[src/sv/tspsi_pkg.sv]
// shared types and constants of the transport stream psi parser
// no dependencies; used by tspsi_table, tspsi_parse and ts_packet_psi_parser
`default_nettype none

package tspsi_pkg;

    localparam int unsigned PidW     = 13;
    localparam int unsigned TblDepth = 1 << PidW;
    localparam int unsigned TblCntW  = PidW + 1;

    localparam logic [7:0] LastByte = 8'd187;
    localparam logic [8:0] BegFar   = 9'd511;

    typedef enum logic [1:0] {
        CLASS_OTHER = 2'd0,
        CLASS_PAT   = 2'd1,
        CLASS_PMT   = 2'd2
    } pkt_class_t;

    // one packet summary, as it leaves on the last byte
    typedef struct packed {
        logic [PidW-1:0] pcr_pid;
        logic [4:0]      section_version;
        logic [15:0]     section_id;
        pkt_class_t      packet_class;
        logic [7:0]      af_flags;
        logic [3:0]      continuity;
        logic [1:0]      adapt_control;
        logic [1:0]      scrambling;
        logic            priority_res;
        logic            unit_start;
        logic            error_ind;
        logic [PidW-1:0] pid;
    } result_t;

    // access to the program presence table
    typedef struct packed {
        logic            rd_en;
        logic [PidW-1:0] rd_addr;
        logic            wr_en;
        logic [PidW-1:0] wr_addr;
    } tbl_req_t;

endpackage

`default_nettype wire

[src/sv/tspsi_parse.sv]
// per-byte packet parser: header, adaptation flags, pointer field, pat/pmt fields
// depends on tspsi_pkg; drives the presence table lookups and entry writes
`default_nettype none

module tspsi_parse (
    input  wire logic                  clk,
    input  wire logic                  rst_n,
    input  wire logic                  item_valid,
    input  wire logic [7:0]            data_byte,
    input  wire logic                  packet_start,
    input  wire logic                  out_free,
    input  wire logic                  tbl_valid,
    output logic                       go,
    output logic                       is_last,
    output tspsi_pkg::tbl_req_t        tbl_req,
    output tspsi_pkg::result_t         result
);

    logic [7:0]                      byte_index_reg, byte_index_next;
    logic [23:0]                     header_word_reg, header_word_next;
    logic [8:0]                      payload_begin_reg, payload_begin_next;
    logic [8:0]                      section_begin_reg, section_begin_next;
    logic [11:0]                     section_len_reg, section_len_next;
    logic [20:0]                     section_fields_reg, section_fields_next;
    logic [4:0]                      entry_low_reg, entry_low_next;
    logic [7:0]                      flag_byte_reg, flag_byte_next;
    tspsi_pkg::pkt_class_t           pkt_class_reg, pkt_class_next;
    logic [tspsi_pkg::PidW-1:0]      pcr_value_reg, pcr_value_next;

    logic [7:0]  b;
    logic [7:0]  rel;
    logic [7:0]  entry_idx;
    logic [11:0] len_less;
    logic [9:0]  entry_count;
    logic [8:0]  sect_start;
    logic [8:0]  after_af;
    logic [tspsi_pkg::PidW-1:0] hdr_pid;

    always_comb
    begin
        b           = packet_start ? 8'd0 : byte_index_reg;
        is_last     = (b == tspsi_pkg::LastByte);
        go          = item_valid && (!is_last || out_free);
        rel         = b - section_begin_reg[7:0];
        entry_idx   = rel - 8'd8;
        len_less    = section_len_reg - 12'd9;
        entry_count = (section_len_reg >= 12'd9) ? len_less[11:2] : 10'd0;
        sect_start  = payload_begin_reg + {1'b0, data_byte} + 9'd1;
        after_af    = 9'd5 + {1'b0, data_byte};
        hdr_pid     = header_word_reg[12:0];

        header_word_next    = header_word_reg;
        payload_begin_next  = payload_begin_reg;
        section_begin_next  = section_begin_reg;
        section_len_next    = section_len_reg;
        section_fields_next = section_fields_reg;
        entry_low_next      = entry_low_reg;
        flag_byte_next      = flag_byte_reg;
        pkt_class_next      = pkt_class_reg;
        pcr_value_next      = pcr_value_reg;
        byte_index_next     = is_last ? 8'd0 : b + 8'd1;

        tbl_req         = '0;
        tbl_req.rd_addr = {header_word_reg[4:0], data_byte};
        tbl_req.wr_addr = {entry_low_reg, data_byte};
        // pid is complete with byte 2, so the presence lookup is issued on that byte
        tbl_req.rd_en   = go && (b == 8'd2);

        priority if (b == 8'd0)
        begin
            header_word_next    = '0;
            payload_begin_next  = '0;
            section_begin_next  = tspsi_pkg::BegFar;
            section_len_next    = '0;
            section_fields_next = '0;
            entry_low_next      = '0;
            flag_byte_next      = '0;
            pkt_class_next      = tspsi_pkg::CLASS_OTHER;
            pcr_value_next      = '0;
        end
        else if (b <= 8'd3)
        begin
            header_word_next = {header_word_reg[15:0], data_byte};
            if (b == 8'd3)
            begin
                if (data_byte[5:4] < 2'd2)
                begin
                    payload_begin_next = 9'd4;
                end
                if (hdr_pid == '0)
                begin
                    pkt_class_next = tspsi_pkg::CLASS_PAT;
                end
                else if (tbl_valid)
                begin
                    pkt_class_next = tspsi_pkg::CLASS_PMT;
                end
            end
        end
        else
        begin
            if (b == 8'd4 && header_word_reg[5])
            begin
                payload_begin_next = after_af;
            end
            if (b == 8'd5 && header_word_reg[5] && payload_begin_reg > 9'd5)
            begin
                flag_byte_next = data_byte;
            end
            if (pkt_class_reg != tspsi_pkg::CLASS_OTHER)
            begin
                priority if ({1'b0, b} == payload_begin_reg)
                begin
                    // pointer field
                    section_begin_next = sect_start;
                end
                else if ({1'b0, b} > section_begin_reg)
                begin
                    priority if (rel == 8'd1)
                    begin
                        section_len_next = {data_byte[3:0], 8'd0};
                    end
                    else if (rel == 8'd2)
                    begin
                        section_len_next[7:0] = data_byte;
                    end
                    else if (rel == 8'd3)
                    begin
                        section_fields_next[20:13] = data_byte;
                    end
                    else if (rel == 8'd4)
                    begin
                        section_fields_next[12:5] = data_byte;
                    end
                    else if (rel == 8'd5)
                    begin
                        section_fields_next[4:0] = data_byte[5:1];
                    end
                    else if (rel >= 8'd8 && pkt_class_reg == tspsi_pkg::CLASS_PMT)
                    begin
                        if (rel == 8'd8)
                        begin
                            pcr_value_next = {data_byte[4:0], 8'd0};
                        end
                        else if (rel == 8'd9)
                        begin
                            pcr_value_next[7:0] = data_byte;
                        end
                    end
                    else if (rel >= 8'd8 && pkt_class_reg == tspsi_pkg::CLASS_PAT)
                    begin
                        entry_low_next = data_byte[4:0];
                        // last byte of a program entry that lies inside the section
                        if (entry_idx[1:0] == 2'd3 && {4'd0, entry_idx[7:2]} < entry_count)
                        begin
                            tbl_req.wr_en = go;
                        end
                    end
                    else
                    begin
                        // section number bytes carry nothing we keep
                    end
                end
                else
                begin
                    // bytes up to and including the section's table id: adaptation field, bytes skipped by the pointer
                end
            end
        end

        result.pid             = header_word_reg[20:8];
        result.error_ind       = header_word_reg[23];
        result.unit_start      = header_word_reg[22];
        result.priority_res    = header_word_reg[21];
        result.scrambling      = header_word_reg[7:6];
        result.adapt_control   = header_word_reg[5:4];
        result.continuity      = header_word_reg[3:0];
        result.af_flags        = flag_byte_next;
        result.packet_class    = pkt_class_next;
        result.section_id      = (pkt_class_next != tspsi_pkg::CLASS_OTHER)
                                 ? section_fields_next[20:5] : 16'd0;
        result.section_version = (pkt_class_next != tspsi_pkg::CLASS_OTHER)
                                 ? section_fields_next[4:0] : 5'd0;
        result.pcr_pid         = (pkt_class_next == tspsi_pkg::CLASS_PMT)
                                 ? pcr_value_next : '0;
    end

    always_ff @(posedge clk or negedge rst_n)
    begin
        if (!rst_n)
        begin
            byte_index_reg     <= '0;
            header_word_reg    <= '0;
            payload_begin_reg  <= '0;
            section_begin_reg  <= tspsi_pkg::BegFar;
            section_len_reg    <= '0;
            section_fields_reg <= '0;
            entry_low_reg      <= '0;
            flag_byte_reg      <= '0;
            pkt_class_reg      <= tspsi_pkg::CLASS_OTHER;
            pcr_value_reg      <= '0;
        end
        else if (go)
        begin
            byte_index_reg     <= byte_index_next;
            header_word_reg    <= header_word_next;
            payload_begin_reg  <= payload_begin_next;
            section_begin_reg  <= section_begin_next;
            section_len_reg    <= section_len_next;
            section_fields_reg <= section_fields_next;
            entry_low_reg      <= entry_low_next;
            flag_byte_reg      <= flag_byte_next;
            pkt_class_reg      <= pkt_class_next;
            pcr_value_reg      <= pcr_value_next;
        end
    end

endmodule

`default_nettype wire

[config.mk]
export PLATFORM = sky130hd
export DESIGN_NAME = tspsi_parse
export DESIGN_NICKNAME = d
export VERILOG_FILES = /design/src/sv/tspsi_pkg.sv /design/src/sv/tspsi_parse.sv
export SDC_FILE = /design/constraint.sdc
export NUM_CORES = 1
export LEC_CHECK = 0
export BUFFER_PORTS_ARGS = -buffer_cell sky130_fd_sc_hd__buf_4
export CAP_MARGIN = 20
export CORE_MARGIN = 1
export CORE_UTILIZATION = 50
export CTS_CLUSTER_SIZE = 24
export DETAILED_ROUTE_END_ITERATION = 12
export PLACE_DENSITY_LB_ADDON = 0.2
export SYNTH_ARGS = -nofsm -noshare
export SYNTH_HDL_FRONTEND = slang
export SYNTH_SLANG_ARGS = --single-unit
[constraint.sdc]
create_clock -name clk -period 10.35 [get_ports clk]
set_clock_uncertainty 0.1 [all_clocks]
set_input_delay 2.07 -clock clk [delete_from_list [all_inputs] [get_ports clk]]
set_output_delay 2.07 -clock clk [all_outputs]
set_load 0.03 [all_outputs]
==> load_flow_metrics.sql <==
INSERT INTO impl_metrics (metric_group, metric, value, unit) VALUES
('timing', 'setup_viol', '0', ''),
('pwr', 'power.total', '0.00164', 'W'),
('critical_path', 'critPathMaxStageDelay', '0.51', 'ns'),
('synth', 'most_frequently_used_cell_type_in_the_post_synthesis_netlist', 'sky130_fd_sc_hd__nand2_1', ''),
('critical_path', 'cp_data_required_time', '8.18', 'ns'),
('synth', 'syn_area_cell', '8.44', 'um^2'),
('floorplanning', 'die_outline_area', '16800', 'um^2'),
('hold_path', 'hp-start', 'header_word_reg[22]$_DFFE_PN0P_', ''),
('synth', 'flip_flop_and_latch_count_after_synthesis', '111', ''),
('routing', 'first_pass_iters', '5', ''),
('critical_path', 'arrival', '6.38', 'ns'),
('floorplanning', 'initial_util', '0.512', ''),
('global_routing', 'globalRoute.totalOverflow', '0', ''),
('place', 'port_buffers', '111', ''),
('floorplanning', 'core', '15900', 'um^2'),
('pwr', 'vdd_ir_drop_max', '0.144', 'mV'),
('clocking', 'cts_hold_buf', '0', ''),
('timing', 'setup_total_negative_slack', '0', 'ns'),
('global_routing', 'grt_antenna_before_repair', '0', ''),
('timing', 'maximum_achievable_frequency', '117', 'MHz'),
('clocking', 'clock_net_sink_count', '111', ''),
('routing', 'antenna_violating_nets_post_route', '0', ''),
('layout', 'layout-drive-gt1-share', '0.178', ''),
('critical_path', 'timing.critical_path.fanout_max', '30', ''),
('critical_path', 'worst_setup_path_start_kind', 'primary input', ''),
('routing', 'drc', '0', ''),
('flow_run', 'max_cap_viol', '0', ''),
('critical_path', 'worst_r2r_endpoint', 'entry_low_reg[3]$_DFFE_PN0P_', ''),
('timing', 'grt_setup_unrepaired', 'false', ''),
('timing', 'slew-limit-headroom', '0.290', ''),
('layout', 'antenna_cells', '0', ''),
('critical_path', 'setup.worst_path.class', 'in2out', ''),
('routing', 'finalWirelength', '22.7', 'mm'),
('routing', 'iter_0_drt_violations', '609', ''),
('timing', 'max_slew.worst_pin.slew', '1.06', 'ns'),
('timing', 'finalHoldViolations', '0', ''),
('synth', 'synth_ff_type', 'sky130_fd_sc_hd__dfrtp_1', ''),
('synth', 'yosys.cell_types.count', '81', ''),
('synth', 'ys_top_cells_by_count', 'sky130_fd_sc_hd__nand2_1, sky130_fd_sc_hd__dfrtp_1, sky130_fd_sc_hd__o21ai_0, sky130_fd_sc_hd__clkbuf_1, sky130_fd_sc_hd__nor2_1', ''),
('clocking', 'worst_setup_hold_path_clk_slew', '0.07', 'ns'),
('floorplanning', 'num_rows', '46', ''),
('synth', 'synthesis.instances', '963', ''),
('synth', 'synth_seq_area_share', '0.343', ''),
('place', 'detailed_place.area', '8870', 'um^2'),
('layout', 'syn2layout_area_growth', '13.1', '%'),
('clocking', 'post_cts_setup_repair_bufs', '0', ''),
('global_routing', 'wire_length_of_the_first_global_routing_pass', '36.8', 'mm'),
('floorplanning', 'die_w', '129', 'um'),
('hold_path', 'hold_class', 'reg2reg', ''),
('critical_path', 'crit_end', 'tbl_req[13]', ''),
('critical_path', 'worstRegToRegCells', '12', ''),
('synth', 'yosysWarningCount', '0', ''),
('critical_path', 'rrSetupSlack', '5.72', 'ns'),
('place', 'detailed_place_hpwl', '15.1', 'mm'),
('critical_path', 'crit_chain', 'buf_4, nor2b_1, inv_1, ha_1, inv_1, fa_1, nor2b_1, o211ai_1, a211oi_2, nor3_1, nor4_4, xnor2_1, ha_1, a21o_1, a2111oi_0, nor4_1, nor3_1, buf_4', ''),
('critical_path', 'worstSetupStartpoint', 'packet_start', ''),
('layout', 'largest_reg_flops', '24', ''),
('timing', 'finalCritPeriodShare', '0.826', ''),
('clocking', 'resized_cells_post_cts', '0', ''),
('status', 'run_status', 'complete, no violations', ''),
('pwr', 'power_density', '178', 'nW/um^2'),
('critical_path', 'critPathSlowestCell', 'sky130_fd_sc_hd__nor4_4', ''),
('global_routing', 'gr-usage-all-layers', '0.280', ''),
('clocking', 'max-clock-path-buffers', '2', ''),
('synth', 'synthesis.nets', '1002', ''),
('pwr', 'p_leak', '4.12', 'nW'),
('synth', 'ys_async_sr_fraction', '1.00', ''),
('place', 'place.gp.congestion', '0.877', ''),
('global_routing', 'pin_count_of_the_biggest_net_entering_global_routing', '58', ''),
('synth', 'yosys.area.top_type_share', '0.314', ''),
('clocking', 'clk-insertion-delay-late', '0.37', 'ns');
==> placed cells by master (no fill, tap or decap), types with 11 or more instances in the layout <==
| cell type | Yosys | final |
|---|---|---|
| sky130_fd_sc_hd__nor2_1 | 44 | 44 |
| sky130_fd_sc_hd__ha_1 | 23 | 23 |
| sky130_fd_sc_hd__inv_1 | 29 | 29 |
| sky130_fd_sc_hd__xor2_1 | 16 | 16 |
| sky130_fd_sc_hd__o21ai_0 | 75 | 74 |
| sky130_fd_sc_hd__mux2i_1 | 23 | 23 |
| sky130_fd_sc_hd__nand2_1 | 187 | 187 |
| sky130_fd_sc_hd__o31ai_1 | 24 | 24 |
| sky130_fd_sc_hd__o211ai_1 | 31 | 31 |
| sky130_fd_sc_hd__a32oi_1 | 35 | 35 |
| sky130_fd_sc_hd__buf_4 | 23 | 125 |
| sky130_fd_sc_hd__a21oi_1 | 35 | 35 |
| sky130_fd_sc_hd__dfrtp_1 | 102 | 102 |
| sky130_fd_sc_hd__xnor2_1 | 13 | 13 |
| sky130_fd_sc_hd__and4_1 | 27 | 27 |
| sky130_fd_sc_hd__nand4_1 | 14 | 14 |
| sky130_fd_sc_hd__and3_1 | 11 | 11 |
| sky130_fd_sc_hd__nand3_1 | 16 | 16 |
==> cell families after synthesis <==
| family | Yosys count | share of synthesized area |
|---|---|---|
| and+or+nand+nor | 372 | 0.237 |
| xor gates and xnor gates | 29 | 0.0312 |
| AOI/OAI and AO/OA | 278 | 0.242 |
| DFF | 111 | 0.343 |
| buffers and inverters | 121 | 0.0730 |
| muxes | 25 | 0.0311 |
| adders and majority gates | 27 | 0.0430 |
==> final cells by class <==
cell class                 instances  area, um^2
clock buffer                       9         225
clock inverter                     7        77.6
fill                            1522        6700
inverter                          29         109
multi-input combinational        731        4760
sequential                       111        2790
tap                              216         270
timing repair buffer             126         953
==> critical path, delay by kind of cell <==
kind                     cells  cell delay (ns)
adder cells (fa/ha/maj)      3             0.71
AND/OR/NAND/NOR              6             1.73
AO/OA/AOI/OAI                4             1.03
buffers and inverters        4             0.68
XOR/XNOR                     1             0.14
==> metrics by stage <==
step / util / hold WS, ns / cells / setup WS [ns]
2_1_floorplan: - / 0.348 / 963 / 2.15
3_3_place_gp: 0.558 / 0.360 / 1212 / 2.02
3_5_place_dp: 0.558 / 0.367 / 1212 / 1.86
4_1_cts: 0.578 / 0.384 / 1228 / 1.85
5_1_grt: 0.578 / 0.408 / 1229 / 1.44
6_report: 0.578 / 0.380 / 1229 / 1.80
==> report_power, final <==
part / switching [W] / internal [W] / total [W]
logic: 0.000500 / 0.000229 / 0.000729
registers: 0.0000591 / 0.000484 / 0.000543
clock network: 0.000174 / 0.000191 / 0.000365
==> routing by layer <==
metal	share of wire	GRT usage
met3	0.058	0.0533
met1	0.46	0.389
met2	0.47	0.449
met5	0	0
met4	0.015	0.0677
==> worst min path at each step <==
stage,depth (start not counted),slack [ns],end
3_3_place_gp,2,0.36,flag_byte_reg[5]$_DFFE_PN0P_
3_5_place_dp,2,0.37,flag_byte_reg[4]$_DFFE_PN0P_
2_1_floorplan,2,0.35,flag_byte_reg[0]$_DFFE_PN0P_
5_1_grt,2,0.41,header_word_reg[18]$_DFFE_PN0P_
4_1_cts,2,0.38,flag_byte_reg[4]$_DFFE_PN0P_
6_report,2,0.38,header_word_reg[22]$_DFFE_PN0P_
No activity file was read; power rests on OpenSTA's default activity.
